--- config.mk ---
export PLATFORM = sky130hd
export DESIGN_NAME = ambient_light_sensor_poller
export DESIGN_NICKNAME = d
export VERILOG_FILES = /design/src/alsp_pkg.sv /design/src/alsp_ucode_rom.sv /design/src/alsp_sequencer.sv /design/src/alsp_datapath.sv /design/src/ambient_light_sensor_poller.sv
export SDC_FILE = /design/constraint.sdc
export NUM_CORES = 2
export LEC_CHECK = 0
export ABC_AREA = 1
export BUFFER_PORTS_ARGS = -buffer_cell sky130_fd_sc_hd__buf_2
export CELL_PAD_IN_SITES_DETAIL_PLACEMENT = 0
export CELL_PAD_IN_SITES_GLOBAL_PLACEMENT = 1
export CORE_MARGIN = 2
export CORE_UTILIZATION = 33
export DETAILED_ROUTE_END_ITERATION = 7
export PLACE_DENSITY = 0.67
export SETUP_SLACK_MARGIN = 0.4
export SYNTH_ARGS = -nofsm -noshare
export SYNTH_HDL_FRONTEND = slang
export SYNTH_SLANG_ARGS = --single-unit
--- constraint.sdc ---
create_clock -name clock -period 13.4 [get_ports clock]
set_input_delay 2.68 -clock clock [delete_from_list [all_inputs] [get_ports clock]]
set_output_delay 2.68 -clock clock [all_outputs]
set_load 0.03 [all_outputs]
--- src/alsp_pkg.sv ---
// shared types, constants and microcode encodings for the ambient light sensor poller
// no dependencies; imported by every module of the block
package alsp_pkg;

   // timer and field widths
   localparam int TIMER_WIDTH = 16;
   localparam int TIMER_CMP_W = (TIMER_WIDTH > 16) ? TIMER_WIDTH : 16;
   localparam int PROD_W      = 58;
   localparam int OPND_W      = 29;

   // lux arithmetic constants
   localparam int RAW_SCALE    = 1275;
   localparam int RAW_BIAS     = 1280;
   localparam int DIV10K_SHIFT = 41;
   localparam logic [27:0] DIV10K_MAGIC =
      28'(((64'd1 << DIV10K_SHIFT) + 64'd9999) / 64'd10000);
   localparam int DIV100_SHIFT = 31;
   localparam logic [24:0] DIV100_MAGIC =
      25'(((64'd1 << DIV100_SHIFT) + 64'd99) / 64'd100);
   localparam logic [7:0] FAIL_LIMIT = 8'd5;
   localparam logic [7:0] FAIL_MAX   = 8'd255;

   // register reset values
   localparam logic [9:0]         CAL_RESET    = 10'd100;
   localparam logic [15:0]        THR_RESET    = 16'd10;
   localparam logic [15:0]        PERIOD_RESET = 16'd5;
   localparam logic signed [15:0] GAIN_RESET   = 16'sd1;
   localparam logic signed [15:0] OFFSET_RESET = 16'sd0;

   typedef logic [2:0] csr_index_type;
   localparam csr_index_type CSR_CAL_PERCENT = 3'd0;
   localparam csr_index_type CSR_THRESHOLD   = 3'd1;
   localparam csr_index_type CSR_PERIOD      = 3'd2;
   localparam csr_index_type CSR_GAIN        = 3'd3;
   localparam csr_index_type CSR_OFFSET      = 3'd4;

   // transaction kinds; the failure code uses the same numbering
   typedef enum logic [2:0] {
      KIND_NONE    = 3'd0,
      KIND_INIT    = 3'd1,
      KIND_ENABLE  = 3'd2,
      KIND_POINTER = 3'd3,
      KIND_READ    = 3'd4
   } kind_type;

   typedef enum logic [5:0] {
      PH_INIT    = 6'b000001,
      PH_ENABLE  = 6'b000010,
      PH_POINTER = 6'b000100,
      PH_READ    = 6'b001000,
      PH_CHECK   = 6'b010000,
      PH_WAIT    = 6'b100000
   } phase_type;

   // microcode encodings
   typedef logic [2:0] step_type;
   localparam step_type ST_FETCH   = 3'd0;
   localparam step_type ST_SCALE   = 3'd1;
   localparam step_type ST_DIV10K  = 3'd2;
   localparam step_type ST_PERCENT = 3'd3;
   localparam step_type ST_DIV100  = 3'd4;
   localparam step_type ST_GAIN    = 3'd5;
   localparam step_type ST_LUX     = 3'd6;
   localparam step_type ST_COMMIT  = 3'd7;

   typedef enum logic [1:0] {
      WAIT_NONE = 2'd0,
      WAIT_ITEM = 2'd1,
      WAIT_SLOT = 2'd2
   } wait_type;

   typedef enum logic [1:0] {
      JMP_NEXT    = 2'd0,
      JMP_ALWAYS  = 2'd1,
      JMP_NO_CALC = 2'd2
   } jump_type;

   typedef enum logic [2:0] {
      MUL_NONE      = 3'd0,
      MUL_RAW_SCALE = 3'd1,
      MUL_DIV10K    = 3'd2,
      MUL_PERCENT   = 3'd3,
      MUL_DIV100    = 3'd4,
      MUL_GAIN      = 3'd5
   } mul_op_type;

   typedef struct packed {
      wait_type   wait_on;
      jump_type   jump_cond;
      step_type   jump_target;
      mul_op_type mul_op;
      logic       latch_item;
      logic       lux_store;
      logic       commit;
   } ucode_word_type;

   // sequencer to datapath, enables already qualified by stalls
   typedef struct packed {
      mul_op_type mul_op;
      logic       latch_item;
      logic       lux_store;
      logic       commit;
   } dp_ctl_type;

   typedef struct packed {
      logic item_valid;
      logic slot_busy;
      logic calc;
   } seq_status_type;

   typedef struct packed {
      kind_type           kind;
      logic signed [31:0] lux;
      logic               report;
      kind_type           failure;
   } result_type;

endpackage

--- src/alsp_ucode_rom.sv ---
// microprogram store: one control word per sequencer step
// depends on alsp_pkg
module alsp_ucode_rom (
   input  alsp_pkg::step_type       step,
   output alsp_pkg::ucode_word_type word
);
   import alsp_pkg::*;

   always_comb begin
      word = '{wait_on: WAIT_NONE, jump_cond: JMP_NEXT, jump_target: ST_FETCH,
               mul_op: MUL_NONE, latch_item: 1'b0, lux_store: 1'b0, commit: 1'b0};
      unique case (step)
         ST_FETCH: begin
            word.wait_on    = WAIT_ITEM;
            word.latch_item = 1'b1;
         end
         ST_SCALE: begin
            word.mul_op      = MUL_RAW_SCALE;
            word.jump_cond   = JMP_NO_CALC;
            word.jump_target = ST_COMMIT;
         end
         ST_DIV10K:  word.mul_op = MUL_DIV10K;
         ST_PERCENT: word.mul_op = MUL_PERCENT;
         ST_DIV100:  word.mul_op = MUL_DIV100;
         ST_GAIN:    word.mul_op = MUL_GAIN;
         ST_LUX:     word.lux_store = 1'b1;
         ST_COMMIT: begin
            word.wait_on     = WAIT_SLOT;
            word.commit      = 1'b1;
            word.jump_cond   = JMP_ALWAYS;
            word.jump_target = ST_FETCH;
         end
      endcase
   end

endmodule

--- src/alsp_sequencer.sv ---
// step counter with wait and jump handling around the microprogram store
// depends on alsp_pkg and alsp_ucode_rom
module alsp_sequencer (
   input  logic                     clock,
   input  logic                     reset,
   input  alsp_pkg::seq_status_type status,
   output logic                     item_ready,
   output alsp_pkg::dp_ctl_type     ctl
);
   import alsp_pkg::*;

   step_type       step_ff, step_in;
   ucode_word_type word;
   logic           hold;
   logic           take_jump;

   alsp_ucode_rom u_rom (
      .step (step_ff),
      .word (word)
   );

   always_comb begin
      hold = ((word.wait_on == WAIT_ITEM) && !status.item_valid) ||
             ((word.wait_on == WAIT_SLOT) && status.slot_busy);
      unique case (word.jump_cond)
         JMP_ALWAYS:  take_jump = 1'b1;
         JMP_NO_CALC: take_jump = !status.calc;
         default:     take_jump = 1'b0;
      endcase
      priority if (hold)      step_in = step_ff;
      else if (take_jump)     step_in = word.jump_target;
      else                    step_in = step_ff + 3'd1;
   end

   always_ff @(posedge clock) begin
      if (reset) begin
         step_ff <= ST_FETCH;
      end else begin
         step_ff <= step_in;
      end
   end

   assign item_ready     = (word.wait_on == WAIT_ITEM);
   assign ctl.mul_op     = hold ? MUL_NONE : word.mul_op;
   assign ctl.latch_item = word.latch_item && !hold;
   assign ctl.lux_store  = word.lux_store && !hold;
   assign ctl.commit     = word.commit && !hold;

endmodule

--- src/alsp_datapath.sv ---
// datapath: settings registers, item latch, shared multiplier, lux and poll state
// depends on alsp_pkg
module alsp_datapath (
   input  logic                  clock,
   input  logic                  reset,
   input  alsp_pkg::dp_ctl_type  ctl,
   input  logic                  csr_write_en,
   input  alsp_pkg::csr_index_type csr_index,
   input  logic [15:0]           csr_wdata,
   input  logic                  txn_ok,
   input  logic [7:0]            data_low,
   input  logic [7:0]            data_high,
   input  logic [15:0]           seconds_now,
   output logic                  calc,
   output alsp_pkg::result_type  result
);
   import alsp_pkg::*;

   // settings
   logic [9:0]         cal_ff;
   logic [15:0]        thr_ff;
   logic [15:0]        period_ff;
   logic signed [15:0] gain_ff;
   logic signed [15:0] offset_ff;

   // latched item
   logic                   ok_ff;
   logic [15:0]            raw_ff;
   logic [TIMER_WIDTH-1:0] now_ff;

   // multiplier
   logic signed [OPND_W-1:0] opnd_a, opnd_b;
   logic signed [PROD_W-1:0] prod_ff, prod_in;
   logic [26:0]              biased;

   // poll state
   phase_type              phase_ff, phase_in;
   logic [7:0]             fail_ff, fail_in, fail_inc;
   logic [TIMER_WIDTH-1:0] wait_start_ff, wait_start_in, elapsed;
   logic signed [31:0]     lux_ff, lux_in;
   logic signed [31:0]     reported_ff, reported_in;
   kind_type               latched_ff, latched_in;
   kind_type               kind;
   logic                   report;
   logic signed [34:0]     lux_sum;
   logic signed [32:0]     lux_diff;
   logic [32:0]            lux_dist;

   always_ff @(posedge clock) begin
      if (reset) begin
         cal_ff    <= CAL_RESET;
         thr_ff    <= THR_RESET;
         period_ff <= PERIOD_RESET;
         gain_ff   <= GAIN_RESET;
         offset_ff <= OFFSET_RESET;
      end else if (csr_write_en) begin
         unique case (csr_index)
            CSR_CAL_PERCENT: cal_ff    <= csr_wdata[9:0];
            CSR_THRESHOLD:   thr_ff    <= csr_wdata;
            CSR_PERIOD:      period_ff <= csr_wdata;
            CSR_GAIN:        gain_ff   <= csr_wdata;
            CSR_OFFSET:      offset_ff <= csr_wdata;
            default: ;
         endcase
      end
   end

   always_ff @(posedge clock) begin
      if (ctl.latch_item) begin
         ok_ff  <= txn_ok;
         raw_ff <= {data_high, data_low};
         now_ff <= TIMER_WIDTH'(seconds_now);
      end
   end

   // scaled raw counts below the bias divide to zero
   assign biased = (prod_ff[26:0] < 27'(RAW_BIAS)) ? '0 : prod_ff[26:0] - 27'(RAW_BIAS);

   always_comb begin
      unique case (ctl.mul_op)
         MUL_RAW_SCALE: begin
            opnd_a = OPND_W'(raw_ff);
            opnd_b = OPND_W'(RAW_SCALE);
         end
         MUL_DIV10K: begin
            opnd_a = OPND_W'(biased);
            opnd_b = OPND_W'(DIV10K_MAGIC);
         end
         MUL_PERCENT: begin
            opnd_a = OPND_W'(prod_ff[PROD_W-1:DIV10K_SHIFT]);
            opnd_b = OPND_W'(cal_ff);
         end
         MUL_DIV100: begin
            opnd_a = OPND_W'(prod_ff[23:0]);
            opnd_b = OPND_W'(DIV100_MAGIC);
         end
         MUL_GAIN: begin
            opnd_a = OPND_W'(gain_ff);
            opnd_b = OPND_W'(prod_ff[47:DIV100_SHIFT]);
         end
         default: begin
            opnd_a = '0;
            opnd_b = '0;
         end
      endcase
      prod_in = opnd_a * opnd_b;
   end

   always_ff @(posedge clock) begin
      if (ctl.mul_op != MUL_NONE) begin
         prod_ff <= prod_in;
      end
   end

   // offset add and saturation to 32 bits
   always_comb begin
      lux_sum = $signed(prod_ff[34:0]) + 35'(offset_ff);
      if (lux_sum[34:31] == 4'b0000 || lux_sum[34:31] == 4'b1111) begin
         lux_in = lux_sum[31:0];
      end else if (lux_sum[34]) begin
         lux_in = {1'b1, 31'd0};
      end else begin
         lux_in = {1'b0, {31{1'b1}}};
      end
   end

   assign calc = (phase_ff == PH_READ) && ok_ff;

   // step commit
   always_comb begin
      phase_in      = phase_ff;
      fail_in       = fail_ff;
      wait_start_in = wait_start_ff;
      reported_in   = reported_ff;
      latched_in    = latched_ff;
      kind          = KIND_NONE;
      report        = 1'b0;
      fail_inc      = (fail_ff == FAIL_MAX) ? FAIL_MAX : fail_ff + 8'd1;
      lux_diff      = 33'(lux_ff) - 33'(reported_ff);
      lux_dist      = lux_diff[32] ? 33'(-lux_diff) : 33'(lux_diff);
      elapsed       = now_ff - wait_start_ff;
      unique case (phase_ff)
         PH_INIT, PH_ENABLE, PH_POINTER, PH_READ: begin
            unique case (phase_ff)
               PH_INIT:    kind = KIND_INIT;
               PH_ENABLE:  kind = KIND_ENABLE;
               PH_POINTER: kind = KIND_POINTER;
               default:    kind = KIND_READ;
            endcase
            if (ok_ff) begin
               fail_in = '0;
               unique case (phase_ff)
                  PH_INIT:    phase_in = PH_ENABLE;
                  PH_ENABLE:  phase_in = PH_POINTER;
                  PH_POINTER: phase_in = PH_READ;
                  default:    phase_in = PH_CHECK;
               endcase
            end else begin
               fail_in = fail_inc;
               if (fail_inc > FAIL_LIMIT) begin
                  latched_in = kind;
               end
            end
         end
         PH_CHECK: begin
            if (lux_dist >= 33'(thr_ff)) begin
               reported_in = lux_ff;
               report      = 1'b1;
            end
            wait_start_in = now_ff;
            phase_in      = PH_WAIT;
         end
         PH_WAIT: begin
            if (TIMER_CMP_W'(elapsed) >= TIMER_CMP_W'(period_ff)) begin
               phase_in = PH_POINTER;
               fail_in  = '0;
            end
         end
         default: phase_in = PH_INIT;
      endcase
   end

   always_ff @(posedge clock) begin
      if (reset) begin
         phase_ff      <= PH_INIT;
         fail_ff       <= '0;
         wait_start_ff <= '0;
         lux_ff        <= '0;
         reported_ff   <= '0;
         latched_ff    <= KIND_NONE;
      end else begin
         if (ctl.lux_store) begin
            lux_ff <= lux_in;
         end
         if (ctl.commit) begin
            phase_ff      <= phase_in;
            fail_ff       <= fail_in;
            wait_start_ff <= wait_start_in;
            reported_ff   <= reported_in;
            latched_ff    <= latched_in;
         end
      end
   end

   assign result.kind    = kind;
   assign result.lux     = lux_ff;
   assign result.report  = report;
   assign result.failure = latched_in;

endmodule

--- src/ambient_light_sensor_poller.sv ---
// top level of the ambient light sensor poller: sequencer, datapath and result register
// depends on alsp_pkg, alsp_sequencer, alsp_datapath
//
//   channel  direction  handshake             payload
//   req      in         req_valid/req_ready   txn_ok, data_low, data_high, seconds_now
//   rsp      out        rsp_valid/rsp_ready   txn_kind, lux_value, report, failure_code
//   csr      in         csr_write_en          csr_index, csr_wdata
//
// most poll steps pass fetch, scale and commit; a successful read also passes div10k,
//   percent, div100, gain and lux, reusing one multiplier for five products in a row
// one result per item, held in an output register so the next item can be
//   taken while the previous result waits
// a stalled result holds the commit step, and with it the next item's result
// reset is synchronous; registers, poll state and step counter return to power-on
module ambient_light_sensor_poller (
   input  logic               clock,
   input  logic               reset,
   input  logic               req_valid,
   output logic               req_ready,
   input  logic               req_txn_ok,
   input  logic [7:0]         req_data_low,
   input  logic [7:0]         req_data_high,
   input  logic [15:0]        req_seconds_now,
   output logic               rsp_valid,
   input  logic               rsp_ready,
   output logic [2:0]         rsp_txn_kind,
   output logic signed [31:0] rsp_lux_value,
   output logic               rsp_report,
   output logic [2:0]         rsp_failure_code,
   input  logic               csr_write_en,
   input  logic [2:0]         csr_index,
   input  logic [15:0]        csr_wdata
);
   import alsp_pkg::*;

   seq_status_type     status;
   dp_ctl_type         ctl;
   result_type         result;
   logic               calc;

   // result register
   logic               rsp_valid_ff;
   logic [2:0]         rsp_kind_ff;
   logic signed [31:0] rsp_lux_ff;
   logic               rsp_report_ff;
   logic [2:0]         rsp_fail_ff;

   // the commit step waits only while a result is stuck in the output register
   assign status.item_valid = req_valid;
   assign status.slot_busy  = rsp_valid_ff && !rsp_ready;
   assign status.calc       = calc;

   alsp_sequencer u_seq (
      .clock      (clock),
      .reset      (reset),
      .status     (status),
      .item_ready (req_ready),
      .ctl        (ctl)
   );

   alsp_datapath u_dp (
      .clock        (clock),
      .reset        (reset),
      .ctl          (ctl),
      .csr_write_en (csr_write_en),
      .csr_index    (csr_index),
      .csr_wdata    (csr_wdata),
      .txn_ok       (req_txn_ok),
      .data_low     (req_data_low),
      .data_high    (req_data_high),
      .seconds_now  (req_seconds_now),
      .calc         (calc),
      .result       (result)
   );

   // valid: set by a commit, cleared once the item is taken
   always_ff @(posedge clock) begin
      if (reset) begin
         rsp_valid_ff <= 1'b0;
      end else if (ctl.commit) begin
         rsp_valid_ff <= 1'b1;
      end else if (rsp_ready) begin
         rsp_valid_ff <= 1'b0;
      end
   end

   // payload of the result register
   always_ff @(posedge clock) begin
      if (ctl.commit) begin
         rsp_kind_ff   <= result.kind;
         rsp_lux_ff    <= result.lux;
         rsp_report_ff <= result.report;
         rsp_fail_ff   <= result.failure;
      end
   end

   assign rsp_valid        = rsp_valid_ff;
   assign rsp_txn_kind     = rsp_kind_ff;
   assign rsp_lux_value    = rsp_lux_ff;
   assign rsp_report       = rsp_report_ff;
   assign rsp_failure_code = rsp_fail_ff;

endmodule

# --- Word level (Yosys, flattened, before mapping) ---
# Cells that the tools add are included.
word_totals:
  out_inout_bits: 41
  word_cells: 122
  reg_bits: 305
  inputBits: 57
classes:
  n_mux: 30
  n_addsub: 7
  n_reduce_logical: 29
  magnitude_cmp: 4
  eq_ne: 30
  mul: 1
op_table:
  columns: ["operator", "count"]
  rows:
  - ["$pmux W29 S5", 1]
  - ["$pmux W28 S5", 1]
  - ["$mux W32", 2]
  - ["$mul A29 B29 Y58", 1]
  - ["$add A35 B16 Y35", 1]
  - ["$ge A33 B16 Y1", 1]
  - ["$mux W33", 1]
  - ["$neg A33 Y33", 1]
  - ["$sub A32 B32 Y33", 1]
  - ["$lt A27 B11 Y1 const B", 1]
  - ["$mux W27", 1]
  - ["$sub A27 B11 Y27 const B", 1]
  - ["$mux W8", 3]
  - ["$eq A3 B3 Y1 const B", 7]
  - ["$eq A3 B2 Y1 const B", 6]
  - ["$pmux W6 S3", 1]
  - ["$ge A16 B16 Y1", 1]
  - ["$pmux W8 S2", 1]
  - ["$sub A16 B16 Y16", 1]
  - ["$mux W3", 5]
  - ["$pmux W3 S5", 1]
  - ["$pmux W5 S3", 1]
  - ["$mux W6", 2]
  - ["$reduce_and A2 Y1", 6]
  - ["other kinds (29)", 53]

# --- Logic depth before layout (Yosys ltp) ---
logic_depth:
  depth_word: 9
  mapped_depth: 50
  depth_no_buf: 48

# --- By module ---
# Synthesis repeated with hierarchy kept, for this count alone.
hier_totals:
  hier_cells: 5677
  hier_area_um2: 45249.6
by_module_without_submodules:
  columns: ["module", "n_inst", "seq_area_each_um2", "cells_each", "area_per_inst_um2"]
  rows:
  - ["alsp_datapath", 1, 6155.9, 5560, 43625.6]
  - ["ambient_light_sensor_poller", 1, 1191.1, 45, 1217.4]
  - ["alsp_sequencer", 1, 60.1, 54, 315.3]
  - ["alsp_ucode_rom", 1, 0.0, 18, 91.3]

# --- Worst setup path after synthesis ---
# OpenSTA, ideal clock, no wires.
synth_timing:
  path_kind: "input-to-reg"
  from: "input rsp_ready"
  to: "register u_dp.prod_ff[45], data pin"
  slack_ps: 2528
  arrival_ps: 10610
  n_path_buf: 1
  t_required_ps: 13138
  path_stages: 40
  setup_time_ps: 262
  cell_sequence: "inv_1 nand4_1 nand2_2 inv_1 nand2_1 nor2_1 inv_1 nor2_4 inv_2 buf_2 nor2_1 a2111oi_0 o21ai_2 clkinv_1 nor2_1 fa_1 fa_1 fa_1 (+4 left out) inv_1 fa_1 inv_1 fa_1 fa_1 ha_1 nand2_1 nor3_1 inv_1 a21oi_1 a211o_1 a21oi_1 inv_1 a21oi_1 o21ai_0 a21boi_0 o21bai_1 xor2_1"
synth_via:
  elab_chain_cells: 8
  word_cells_on_any_way: 13
  cone_classes: "mul: 1; eq/ne: 5; mux: 3; reduce/logical: 4"
synth_rtl:
  columns: ["item", "line", "rtl"]
  rows:
  - ["from (decl)", "ambient_light_sensor_poller.sv:25", "input logic rsp_ready,"]
  - ["$logic_not A1 Y1 *", "ambient_light_sensor_poller.sv:50", "assign status.slot_busy = rsp_valid_ff && !rsp_ready;"]
  - ["$logic_and A1 B1 Y1 *", "ambient_light_sensor_poller.sv:50", null]
  - ["$logic_and A1 B1 Y1 *", "alsp_sequencer.sv:24", "((word.wait_on == WAIT_SLOT) && status.slot_busy);"]
  - ["$logic_or A1 B1 Y1 *", "alsp_sequencer.sv:23", "hold = ((word.wait_on == WAIT_ITEM) && !status.item_valid) ||"]
  - ["$mux W3 *", "alsp_sequencer.sv:44", "assign ctl.mul_op = hold ? MUL_NONE : word.mul_op;"]
  - ["$eq A3 B3 Y1 (tied with other cells)", "alsp_datapath.sv:80", "unique case (ctl.mul_op)"]
  - ["$pmux W29 S5 or $pmux W28 S5 (tied branches)", "alsp_datapath.sv:80", null]
  - ["$mul A29 B29 Y58 *", "alsp_datapath.sv:106", "prod_in = opnd_a * opnd_b;"]
  - ["named net u_dp.prod_in[45]", "alsp_datapath.sv:33", "logic signed [PROD_W-1:0] prod_ff, prod_in;"]
  - ["to (signal assigned)", "alsp_datapath.sv:111", "prod_ff <= prod_in;"]
  - ["to (decl)", "alsp_datapath.sv:33", null]
# Mark *: on every way through the listed nets, which the timed path passes. The rest lies on a longest branch.
# A chain may end at the register's enable or synchronous reset.

# --- Worst setup path after layout ---
layout_timing:
  from: "input rsp_ready"
  to: "register u_dp.prod_ff[55], data pin"
# Same word-level chain as after synthesis.

==> results.cfg <==
[final_layout]
final_cell_mix = inv_1, nand2_1, fa_1
nets = 7093
final_common_cell = inv_1
area_delta_synth_final_pct = 9.79
stdcell_count = 7767
drive_above_1_share = 0.0599
fillers = 14500
diodes = 0

[run_status]
status = completed

[die]
num_io_pins = 98
dieArea_mm2 = 0.142
fp.dieH_um = 376
design.core.area_mm2 = 0.138
die_w_um = 376
rows = 136
initial_core_util = 0.333

[routing]
wire_per_inst_um = 19.2
antenna_left = 0
drt_iter0_drc = 2541
routed_wl_um = 149000
drc = 0
first_pass_iters = 5
vias_per_cell = 4.74
via_count = 36800

[clock_tree]
holdBufCountCts = 0
clk_pin_slew_ps = 60
clock_latency_ps = 610
cts_buffer_depth = 3
ctsResizeCount = 0
cts_setup_buffers = 0
cts_tree = yes
cts-root-buf = clkbuf_16
numCtsBuffers = 38
cts_sinks = 305
htree_levels = 2

[placed_design]
numPortBuffers = 97
dp_hpwl_um = 127000
routabilityCongestion = 0.948
pre_cts_slack_ps = 509
dp_cells = 7697

[sta]
rsz0062_at_grt = no
slew_headroom = 0.311
finalHoldViolations = 0
fin_crit_sh = 0.931
skew_ps = 58.3
tightest_slew_ps = 1030
maxSlewViolCount = 0
tns_ps = 0
min_period_ps = 12470
fin_ws_ps = 927
max_freq_ghz = 0.0802
finalSetupViolations = 0

[synthesis]
ys_seq_elements = 305
yosys.area.top_type = fa_1
ys_seq_area_frac = 0.162
synth_edf_count = 130
netlist_area_mm2 = 0.0458
synth_cell_type_count = 58
synth-main-ff-cell = dfxtp_1
yosys.area.top_type_share = 0.327
ys_top_cells_by_area = fa_1, inv_1, ha_1, edfxtp_1, dfxtp_1
yosysWarningCount = 0
async_flop_share = 0
synth_cells = 5797
avgSynthCellArea_um2 = 7.90

[critical_path]
worst_path_max_delay_cell = fa_1
slowest_delay_ps = 680
start_kind = input pin
crit_top_cell = inv_1
timing_worst_setup_path_type = input pin to flop
crit_cells = 39
critPathTopFamily = adder cells
r2r_end = u_dp.prod_ff[55]$_DFFE_PP_
rr_startpoint = u_seq.step_ff[0]$_SDFFE_PP0N_
cp-end-kind = flop
critPathArrivalTime_ps = 12770
rr_worst_depth = 43
worst-path-buf-inv = 14
cp_max_fo = 15
required_ps = 13700
r2r_slack_ps = 2110

[hold_path]
hp-class = flop to flop
min_path_cells = 2
min_to = u_dp.wait_start_ff[10]$_SDFFE_PP0P_
min_from = u_dp.wait_start_ff[10]$_SDFFE_PP0P_

[global_routing]
antenna_found_initial = 8
grt_pass1_wl_um = 231000
grt_overflow = 0
grt_usage = 0.213
grt_pass1_vias = 38300
grt_max_degree = 84

[flow_run]
maxCapViolCount = 0
## logic make-up (layout without fill, tap and decap cells)
| family | after synthesis | in the layout | synth area share |
|---|---|---|---|
| compound gates | 678 | 678 | 0.0817 |
| xor+xnor | 144 | 144 | 0.0275 |
| fa+ha+maj | 1093 | 1093 | 0.421 |
| buf+inv | 1766 | 1915 | 0.147 |
| flops | 305 | 305 | 0.162 |
| other cells | 2 | 29 | 0.000164 |
| simple gates | 1809 | 1809 | 0.161 |
## worst register-to-register path, delay by kind of cell, from the launching register on
kind                     cells  cell delay (ps)
AO/OA/AOI/OAI                2              700
XOR/XNOR                     1              190
adder cells (fa/ha/maj)     10             4870
buffers and inverters       15             2360
flip-flops                   1              390
AND/OR/NAND/NOR             15             2500
## synthesized netlist by cell type (6+ instances only)
library cell  count
a2111oi_0         7
a211oi_1          9
a21boi_0          8
a21o_1            7
a21oi_1         331
a31oi_1          27
buf_2            28
buf_6             7
clkbuf_1         88
clkinv_1         11
dfxtp_1         175
edfxtp_1        130
fa_1            747
ha_1            346
inv_1          1613
inv_2            14
nand2_1         924
nand2_2          13
nand3_1         151
nand3b_1         10
nand4_1          27
nor2_1          590
nor2_2           15
nor3_1           36
nor4_1           15
o211ai_1          8
o21a_1           16
o21ai_0         213
o21bai_1          6
o221ai_1          9
o31ai_1           8
xnor2_1          52
xor2_1           92
## worst max path at each step
stage              start                    endpoint  slack, ps
6_report       rsp_ready  u_dp.prod_ff[55]$_DFFE_PP_        930
5_1_grt        rsp_ready  u_dp.prod_ff[57]$_DFFE_PP_        450
4_1_cts        rsp_ready  u_dp.prod_ff[55]$_DFFE_PP_       1080
3_5_place_dp   rsp_ready  u_dp.prod_ff[55]$_DFFE_PP_        510
3_3_place_gp   rsp_ready  u_dp.prod_ff[47]$_DFFE_PP_        510
2_1_floorplan  rsp_ready  u_dp.prod_ff[45]$_DFFE_PP_       2530
## metal layers
metal / GRT usage / up-vias / routed length (um) / share of wire
met3: 0.0224 / 181 / 8010 / 0.054
met2: 0.353 / 876 / 68400 / 0.46
li1: - / 17600 / - / -
met4: 0.0580 / 0 / 4700 / 0.031
met5: 0 / - / 0 / 0
met1: 0.295 / 18200 / 68400 / 0.46
## per-stage QoR
step	hold slack (ps)	instance area, um^2	util
2_1_floorplan	425	45900	-
3_3_place_gp	445	49000	0.356
3_5_place_dp	452	49000	0.356
4_1_cts	461	50300	0.365
5_1_grt	479	50300	0.365
6_report	462	50300	0.365
## cell type report
class                           count  area [um^2]  share of cell area
Clock buffer                       48         1090              0.0218
Clock inverter                     22          216             0.00431
Inverter                         1638         6150               0.122
Multi-Input combinational cell   3753        31800               0.633
Sequential cell                   305         7410               0.147
Tap cell                         1794         2240              0.0447
Timing Repair Buffer              207         1310              0.0261
## registers in the layout (all words and copies together), names as in the netlist, 6 cells and up
register	cells
u_dp.phase_ff	6
u_dp.period_ff	16
u_dp.gain_ff	16
u_dp.thr_ff	16
u_dp.cal_ff	10
u_dp.raw_ff	16
u_dp.prod_ff	58
u_dp.fail_ff	8
u_dp.wait_start_ff	16
rsp_lux_value	32
u_dp.lux_ff	32
u_dp.now_ff	16
u_dp.reported_ff	32
u_dp.offset_ff	16
Power is left out: the tool's default activity adds up to more than one toggle a clock period on the data nets, which glitch-free logic cannot reach.
